$ cat config.mk
export PLATFORM = sky130hd
export DESIGN_NAME = deque_with_search
export DESIGN_NICKNAME = d
export VERILOG_FILES = /design/src/rtl/dqs_pkg.sv /design/src/rtl/deque_with_search.sv /design/src/rtl/dqs_ctrl.sv /design/src/rtl/dqs_dp.sv
export SDC_FILE = /design/constraint.sdc
export NUM_CORES = 2
export LEC_CHECK = 0
export ABC_CLOCK_PERIOD_IN_PS = 5800
export BUFFER_PORTS_ARGS = -buffer_cell sky130_fd_sc_hd__buf_2
export CAP_MARGIN = 20
export CORE_UTILIZATION = 40
export CTS_CLUSTER_DIAMETER = 50
export DETAILED_ROUTE_END_ITERATION = 10
export PLACE_DENSITY_LB_ADDON = 0.25
export SYNTH_ARGS = -nofsm -noshare
export SYNTH_HDL_FRONTEND = slang
export SYNTH_SLANG_ARGS = --single-unit
$ cat constraint.sdc
create_clock -name clk -period 5.8 [get_ports clk]
set_input_delay 1.16 -clock clk [delete_from_list [all_inputs] [get_ports clk]]
set_output_delay 1.16 -clock clk [all_outputs]
set_load 0.01 [all_outputs]
$ cat src/rtl/dqs_pkg.sv
// Shared types, widths and codes for the double-ended queue with search.
package dqs_pkg;

    // Number of entries in the ring store.
    localparam int DEPTH = 64;
    localparam int PTR_W = $clog2(DEPTH);
    localparam int CNT_W = $clog2(DEPTH + 1);

    // Field widths of the input and result words.
    localparam int OPCODE_W   = 3;
    localparam int VALUE_W    = 32;
    localparam int STATUS_W   = 2;
    localparam int POSITION_W = 7;
    localparam int COUNT_W    = 7;

    localparam int IN_FIELDS_W  = OPCODE_W + VALUE_W;
    localparam int IN_DATA_W    = ((IN_FIELDS_W + 7) / 8) * 8;
    localparam int OUT_FIELDS_W = STATUS_W + POSITION_W + VALUE_W + COUNT_W;
    localparam int OUT_DATA_W   = ((OUT_FIELDS_W + 7) / 8) * 8;

    typedef enum logic [OPCODE_W-1:0] {
        OP_PUSH_FRONT = 3'd0,
        OP_PUSH_BACK  = 3'd1,
        OP_POP_FRONT  = 3'd2,
        OP_POP_BACK   = 3'd3,
        OP_SEARCH     = 3'd4
    } opcode_t;

    typedef enum logic [STATUS_W-1:0] {
        ST_OK        = 2'd0,
        ST_EMPTY     = 2'd1,
        ST_FULL      = 2'd2,
        ST_NOT_FOUND = 2'd3
    } status_t;

    // Commands from the controller to the datapath.
    typedef struct packed {
        logic load;
        logic exec;
        logic pop_done;
        logic search_step;
        logic out_load;
    } dqs_cmd_t;

    // Status from the datapath to the controller.
    typedef struct packed {
        logic pop_wait;
        logic search_wait;
        logic search_done;
        logic out_free;
    } dqs_sts_t;

endpackage

$ cat src/rtl/deque_with_search.sv
// Top level of the double-ended queue with linear search.
//
// This block holds up to DEPTH (64) signed 32-bit entries in a ring store with a front
// pointer and an entry count, and takes one operation word at a time: push front, push
// back, pop front, pop back or search. Every input word gives exactly one result word with
// a status, the 1-based search position, the value removed by a pop and the entry count
// after the operation. A push to a full store or a pop from an empty one reports its status
// and leaves the contents unchanged; unused opcodes report ok and change nothing. Each
// accepted word passes an execute step; a pop then takes a read step, and a search compares
// the entries from the front, one per cycle and up to the entry count, since the single read
// port of the store delivers one entry each cycle, and stops at the first hit. Pushes,
// unused opcodes and failed operations go straight on to the result. The result is loaded
// into the output register once that register is free, and the next word can be accepted
// in the cycle after the result is loaded. A new word is taken once the previous one is
// finished, while its result may still be waiting in the output register for the downstream
// side. No clearing pass follows reset: entries are read only after they were written.
module deque_with_search
(
    input  logic                           clk,
    input  logic                           rst_n,
    input  logic                           s_axis_tvalid,
    output logic                           s_axis_tready,
    // [2:0] opcode, [34:3] value, [39:35] zero
    input  logic [dqs_pkg::IN_DATA_W-1:0]  s_axis_tdata,
    output logic                           m_axis_tvalid,
    input  logic                           m_axis_tready,
    // [1:0] status, [8:2] position, [40:9] removed_value, [47:41] entry_count
    output logic [dqs_pkg::OUT_DATA_W-1:0] m_axis_tdata
);
    import dqs_pkg::*;

    dqs_cmd_t cmd;
    dqs_sts_t sts;

    // The controller sequences each operation through execute, read and search steps.
    dqs_ctrl u_ctrl
    (
        .clk      (clk),
        .rst_n    (rst_n),
        .in_valid (s_axis_tvalid),
        .in_ready (s_axis_tready),
        .sts      (sts),
        .cmd      (cmd)
    );

    // The datapath owns the store, the pointers and the output register.
    dqs_dp u_dp
    (
        .clk       (clk),
        .rst_n     (rst_n),
        .cmd       (cmd),
        .sts       (sts),
        .in_data   (s_axis_tdata),
        .out_valid (m_axis_tvalid),
        .out_ready (m_axis_tready),
        .out_data  (m_axis_tdata)
    );

    // One word is in work at a time: acceptance closes the input for the next cycle.
    assert property (@(posedge clk) disable iff (!rst_n)
        (s_axis_tvalid && s_axis_tready) |=> !s_axis_tready)
        else $error("input accepted again while a word is in work");

    // A search position is only reported together with a found status.
    assert property (@(posedge clk) disable iff (!rst_n)
        (m_axis_tvalid && (m_axis_tdata[8:2] != 7'd0)) |-> (m_axis_tdata[1:0] == ST_OK))
        else $error("search position reported without found status");

    // A full or empty status never carries a removed value.
    assert property (@(posedge clk) disable iff (!rst_n)
        (m_axis_tvalid && ((m_axis_tdata[1:0] == ST_FULL) || (m_axis_tdata[1:0] == ST_EMPTY)))
        |-> (m_axis_tdata[40:9] == 32'd0))
        else $error("removed value reported on a failed operation");

endmodule

$ cat src/rtl/dqs_ctrl.sv
// Controller state machine that sequences one operation at a time.
module dqs_ctrl
(
    input  logic             clk,
    input  logic             rst_n,
    input  logic             in_valid,
    output logic             in_ready,
    input  dqs_pkg::dqs_sts_t sts,
    output dqs_pkg::dqs_cmd_t cmd
);
    import dqs_pkg::*;

    typedef enum logic [4:0] {
        S_IDLE   = 5'b00001,
        S_EXEC   = 5'b00010,
        S_POP    = 5'b00100,
        S_SEARCH = 5'b01000,
        S_RESULT = 5'b10000
    } state_t;

    state_t state_reg;
    state_t state_next;

    always_comb
    begin
        state_next = state_reg;
        cmd        = '0;
        in_ready   = 1'b0;
        unique case (state_reg)
            S_IDLE:
            begin
                in_ready = 1'b1;
                if (in_valid)
                begin
                    cmd.load   = 1'b1;
                    state_next = S_EXEC;
                end
            end
            S_EXEC:
            begin
                cmd.exec = 1'b1;
                priority if (sts.pop_wait)
                    state_next = S_POP;
                else if (sts.search_wait)
                    state_next = S_SEARCH;
                else
                    state_next = S_RESULT;
            end
            S_POP:
            begin
                cmd.pop_done = 1'b1;
                state_next   = S_RESULT;
            end
            S_SEARCH:
            begin
                cmd.search_step = 1'b1;
                if (sts.search_done)
                    state_next = S_RESULT;
            end
            S_RESULT:
            begin
                if (sts.out_free)
                begin
                    cmd.out_load = 1'b1;
                    state_next   = S_IDLE;
                end
            end
            default:
            begin
                state_next = S_IDLE;
            end
        endcase
    end

    always_ff @(posedge clk or negedge rst_n)
    begin
        if (!rst_n)
            state_reg <= S_IDLE;
        else
            state_reg <= state_next;
    end

endmodule

$ cat src/rtl/dqs_dp.sv
// Datapath: ring store, pointers, search walk and the result output register.
module dqs_dp
(
    input  logic                            clk,
    input  logic                            rst_n,
    input  dqs_pkg::dqs_cmd_t                cmd,
    output dqs_pkg::dqs_sts_t                sts,
    input  logic [dqs_pkg::IN_DATA_W-1:0]   in_data,
    output logic                            out_valid,
    input  logic                            out_ready,
    output logic [dqs_pkg::OUT_DATA_W-1:0]  out_data
);
    import dqs_pkg::*;

    localparam int SUM_W = PTR_W + 2;

    // Ring index of the entry that lies off entries behind the front.
    function automatic logic [PTR_W-1:0] ring_add(input logic [PTR_W-1:0] base,
                                                  input logic [CNT_W-1:0] off);
        logic [SUM_W-1:0] sum;
        sum = SUM_W'(base) + SUM_W'(off);
        if (sum >= SUM_W'(DEPTH))
            sum = sum - SUM_W'(DEPTH);
        return sum[PTR_W-1:0];
    endfunction

    logic [VALUE_W-1:0] mem [DEPTH];
    logic [VALUE_W-1:0] rd_data_reg;

    logic [OPCODE_W-1:0] op_reg, op_next;
    logic [VALUE_W-1:0]  val_reg, val_next;
    logic [PTR_W-1:0]    front_reg, front_next;
    logic [CNT_W-1:0]    count_reg, count_next;
    logic [CNT_W-1:0]    idx_reg, idx_next;
    logic [CNT_W-1:0]    pos_reg, pos_next;
    status_t             res_status_reg, res_status_next;
    logic [CNT_W-1:0]    res_pos_reg, res_pos_next;
    logic [VALUE_W-1:0]  res_removed_reg, res_removed_next;
    logic                out_valid_reg, out_valid_next;
    logic [OUT_DATA_W-1:0] out_data_reg, out_data_next;

    logic               is_full, is_empty, search_hit, search_last;
    logic [CNT_W-1:0]   count_dec, rd_off;
    logic [PTR_W-1:0]   front_dec, front_inc, rd_addr, wr_addr;
    logic               mem_we, mem_re;
    logic [31:0]        count_wide, pos_wide;

    assign is_full     = (count_reg == CNT_W'(DEPTH));
    assign is_empty    = (count_reg == '0);
    assign count_dec   = count_reg - CNT_W'(1);
    assign front_dec   = (front_reg == '0) ? PTR_W'(DEPTH - 1) : front_reg - PTR_W'(1);
    assign front_inc   = (front_reg == PTR_W'(DEPTH - 1)) ? '0 : front_reg + PTR_W'(1);
    assign search_hit  = (rd_data_reg == val_reg);
    assign search_last = (pos_reg == count_reg);

    always_comb
    begin
        priority if (op_reg == OP_POP_BACK)
            rd_off = count_dec;
        else if (op_reg == OP_SEARCH)
            rd_off = idx_reg;
        else
            rd_off = '0;
    end

    assign rd_addr = ring_add(front_reg, rd_off);
    assign wr_addr = (op_reg == OP_PUSH_FRONT) ? front_dec : ring_add(front_reg, count_reg);

    assign count_wide = 32'(count_reg);
    assign pos_wide   = 32'(res_pos_reg);

    always_comb
    begin
        op_next          = op_reg;
        val_next         = val_reg;
        front_next       = front_reg;
        count_next       = count_reg;
        idx_next         = idx_reg;
        pos_next         = pos_reg;
        res_status_next  = res_status_reg;
        res_pos_next     = res_pos_reg;
        res_removed_next = res_removed_reg;
        mem_we           = 1'b0;
        mem_re           = 1'b0;

        priority if (cmd.load)
        begin
            op_next          = in_data[OPCODE_W-1:0];
            val_next         = in_data[IN_FIELDS_W-1:OPCODE_W];
            idx_next         = '0;
            pos_next         = '0;
            res_status_next  = ST_OK;
            res_pos_next     = '0;
            res_removed_next = '0;
        end
        else if (cmd.exec)
        begin
            unique case (op_reg)
                OP_PUSH_FRONT:
                begin
                    if (is_full)
                        res_status_next = ST_FULL;
                    else
                    begin
                        mem_we     = 1'b1;
                        front_next = front_dec;
                        count_next = count_reg + CNT_W'(1);
                    end
                end
                OP_PUSH_BACK:
                begin
                    if (is_full)
                        res_status_next = ST_FULL;
                    else
                    begin
                        mem_we     = 1'b1;
                        count_next = count_reg + CNT_W'(1);
                    end
                end
                OP_POP_FRONT, OP_POP_BACK:
                begin
                    if (is_empty)
                        res_status_next = ST_EMPTY;
                    else
                        mem_re = 1'b1;
                end
                OP_SEARCH:
                begin
                    if (is_empty)
                        res_status_next = ST_NOT_FOUND;
                    else
                    begin
                        // Read the front entry; it is compared in the first search step.
                        mem_re   = 1'b1;
                        idx_next = CNT_W'(1);
                        pos_next = CNT_W'(1);
                    end
                end
                default:
                begin
                end
            endcase
        end
        else if (cmd.pop_done)
        begin
            res_removed_next = rd_data_reg;
            count_next       = count_dec;
            if (op_reg == OP_POP_FRONT)
                front_next = front_inc;
        end
        else if (cmd.search_step)
        begin
            priority if (search_hit)
            begin
                res_status_next = ST_OK;
                res_pos_next    = pos_reg;
            end
            else if (search_last)
                res_status_next = ST_NOT_FOUND;
            else
            begin
                mem_re   = 1'b1;
                idx_next = idx_reg + CNT_W'(1);
                pos_next = pos_reg + CNT_W'(1);
            end
        end
        else
        begin
        end
    end

    always_comb
    begin
        out_valid_next = out_valid_reg;
        out_data_next  = out_data_reg;
        if (cmd.out_load)
        begin
            out_valid_next = 1'b1;
            out_data_next  = OUT_DATA_W'({count_wide[COUNT_W-1:0], res_removed_reg,
                                          pos_wide[POSITION_W-1:0], res_status_reg});
        end
        else if (out_ready)
            out_valid_next = 1'b0;
    end

    always_ff @(posedge clk)
    begin
        if (mem_we)
            mem[wr_addr] <= val_reg;
        if (mem_re)
            rd_data_reg <= mem[rd_addr];
    end

    always_ff @(posedge clk or negedge rst_n)
    begin
        if (!rst_n)
        begin
            front_reg     <= '0;
            count_reg     <= '0;
            out_valid_reg <= 1'b0;
        end
        else
        begin
            front_reg     <= front_next;
            count_reg     <= count_next;
            out_valid_reg <= out_valid_next;
        end
    end

    always_ff @(posedge clk)
    begin
        op_reg          <= op_next;
        val_reg         <= val_next;
        idx_reg         <= idx_next;
        pos_reg         <= pos_next;
        res_status_reg  <= res_status_next;
        res_pos_reg     <= res_pos_next;
        res_removed_reg <= res_removed_next;
        out_data_reg    <= out_data_next;
    end

    assign sts.pop_wait    = ((op_reg == OP_POP_FRONT) || (op_reg == OP_POP_BACK)) && !is_empty;
    assign sts.search_wait = (op_reg == OP_SEARCH) && !is_empty;
    assign sts.search_done = search_hit || search_last;
    assign sts.out_free    = !out_valid_reg || out_ready;

    assign out_valid = out_valid_reg;
    assign out_data  = out_data_reg;

endmodule

==> run summary <==
DRC = 0
Starting DRT DRC Count = 4,949
First-pass GRT wire length = 319,000 µm
Initial Utilization = 0.402
Cell repeated most along the worst path = ha_1
Critical path class = reg -> reg
DP Wirelength = 127,000 µm
RD Place Congestion = 0.880
CP Capture Type = flip-flop
Syn Inst Count = 4,146
Status = completed
Clock Sinks = 2,236
Die height = 466 µm
Fin. Hold Viols = 0
RSZ-0062 raised after global routing = false
Post-Syn Area = 86,200 µm²
Synth top area cells = edfxtp_1 75%, mux4_2 13%, mux2i_1 2.3%
Max IR drop VDD = 0.568 mV
Port bufs = 88
Fill cell total of the finished layout = 17,800
Ports = 94
Max Clock Freq = 204 MHz
Post-layout util = 0.461
Pleak = 31.4 nW
Crit-path cells = inv_1 -> ha_1 -> xnor2_1 -> o21ai_0 -> ha_1 -> a21o_1 -> a21oi_1 -> xor2_4 -> buf_12 -> nand2_1 -> a32oi_1 -> nand3_1 -> mux2i_1
Routed Antenna Nets = 0
Final nets = 4,494
Slowest stage delay, CP = 640 ps
Asr flop ratio synth = 0.00850
Cell variety after synth = 58
CP delay by family, top = compound AO/OA/AOI/OAI gates
CP arrival = 5600 ps
Hold-fix buffers, CTS = 0
Sequential-to-total area share from yosys stat = 0.771
Core area = 214,000 µm²
Die Wd = 466 µm
Max reg flops = 2,048
Worst-path maximum fanout = 98
Clk Latency, worst-skew pair = 870 ps
Setup-failing EPs final = 0
Wire per inst = 30.3 µm
Initial antenna violation count = 10
Area Growth Syn to Fin = 14.6%
Relative max-transition margin = 0.274
Vias in the first global route = 42,400
GRT overflow = 0
Max_cap viols = 0
Number of synthesized flops with an enable pin = 2,163
Clock Skew = 27.2 ps
Die ar. = 217,000 µm²
DRT Wirelength = 226,000 µm
Tcrit/Tclk final = 0.844
Post-cts resize count = 0
YS warnings = 0
CTS tree = built
Primary FF master, synth = edfxtp_1
Total GRT Usage = 0.207
Pins Over Slew Limit = 0
Area share of the largest cell type after synthesis = 0.753
Synth area leader = edfxtp_1
Std cell rows = 170
Setup bufs post-CTS = 0
Min Tclk post-route = 4890 ps
Worst slew pin tran = 1070 ps
TNS Setup = 0 ps
WHS = 282 ps
Startpoint Class = flip-flop
Root Buffer = clkbuf_16
CTS buffer count = 219
Layout cell share with drive strength beyond 1 = 0.260
FF+latch count, synth = 2,236
DRT Pass-1 Iters = 6
Max clock buf depth = 3
Synth Area per Inst = 20.8 µm²
H-tree depth = 4
Final total power = 0.0542 W
Post-Syn Nets = 4,209
Maximum number of pins on one net before global-route repair = 99
Slowest CP cell = dfrtp_1
Routed via count = 42,300
Critical Path RT = 6510 ps
Worst Path Buf+Inv = 2
DR vias/cell = 5.68
Reg clk slew, reported paths = 60 ps
Hold crit path type = in -> async
Power Dens Cells = 548 nW/µm²
==> cells by family after synthesis <==
group | share of synthesized area
DFF | 0.771
muxes | 0.157
and+or+nand+nor | 0.0336
buffers and inverters | 0.0114
AOI/OAI and AO/OA | 0.0175
xor gates and xnor gates | 0.00680
adders and majority gates | 0.00293
==> report_power, final <==
part | switching, W | internal [W]
clock | 0.00606 | 0.00788
sequential | 0.000416 | 0.0189
combinational | 0.0128 | 0.00807
total | 0.0193 | 0.0349
==> metal layers <==
layer	wire, µm	part of all wire	GRT usage	up-vias
met1	96800	0.43	0.297	22800
met4	4650	0.021	0.0499	0
met2	107000	0.47	0.329	1621
met5	0	0	0	-
met3	17100	0.076	0.0380	241
li1	-	-	-	17700
==> cells in the mapped netlist, drive strengths merged, types with 12 or more instances <==
| cell | number |
|---|---|
| mux2i | 196 |
| nor2 | 138 |
| edfxtp | 2163 |
| nand3 | 50 |
| nand4 | 76 |
| xnor2 | 52 |
| a32oi | 32 |
| xor2 | 15 |
| clkbuf | 99 |
| dfrtp | 18 |
| mux4 | 512 |
| o22ai | 64 |
| buf | 125 |
| a21oi | 57 |
| ha | 17 |
| nand2 | 330 |
| o21ai | 21 |
| nor3 | 12 |
| dfxtp | 54 |
==> path summary, 6_finish.rpt <==
kind,from,to,slack [ps],depth (start not counted)
min,rst_n,u_dp.count_reg[4],280,1
max,u_dp.count_reg[0],u_dp.rd_data_reg[16],910,13
max in group asynchronous,rst_n,u_ctrl.state_reg[0],5150,1
max reg2reg,u_dp.count_reg[0],u_dp.rd_data_reg[16],910,13
min in group clk,u_dp.res_pos_reg[2],u_dp.out_data[4],440,0
min reg2reg,u_dp.res_pos_reg[2],u_dp.out_data[4],440,0
==> cell type report <==
type | count | area, µm² | share of cell area
multi-input cells | 1675 | 19400 | 0.196
well taps | 2838 | 3550 | 0.0359
inverters | 11 | 42.5 | 0.000430
repair buffers | 288 | 2420 | 0.0244
flip-flops and latches | 2236 | 66500 | 0.673
clock buffers | 272 | 5740 | 0.0581
clock inverters | 129 | 1240 | 0.0126
diodes | 3 | 7.51 | 0.0000759
==> through the flow <==
step                cells  area [µm²]  worst slack (ps)
floorplan            4146       86200              1770
global placement     7048       91900               976
detailed placement   7048       91900               921
CTS                  7449       98900               909
global route         7450       98900               682
finish               7452       98900               907
==> cells in the final DEF (no fill, tap or decap), drive strengths merged, types with 15 or more instances in the layout <==
cell type and count:
buf 288, o22ai 64, edfxtp 2163, dfrtp 18, nor2 138, nand4 76, dfxtp 54, xnor2 52
clkbuf 272, inv 30, a21oi 57, bufinv 19, ha 17, mux4 512, o21ai 21, nand2 330
xor2 15, clkinv 86, a32oi 32, nand3 50, mux2i 196
Note: power is estimated with default switching activity, not from simulation.
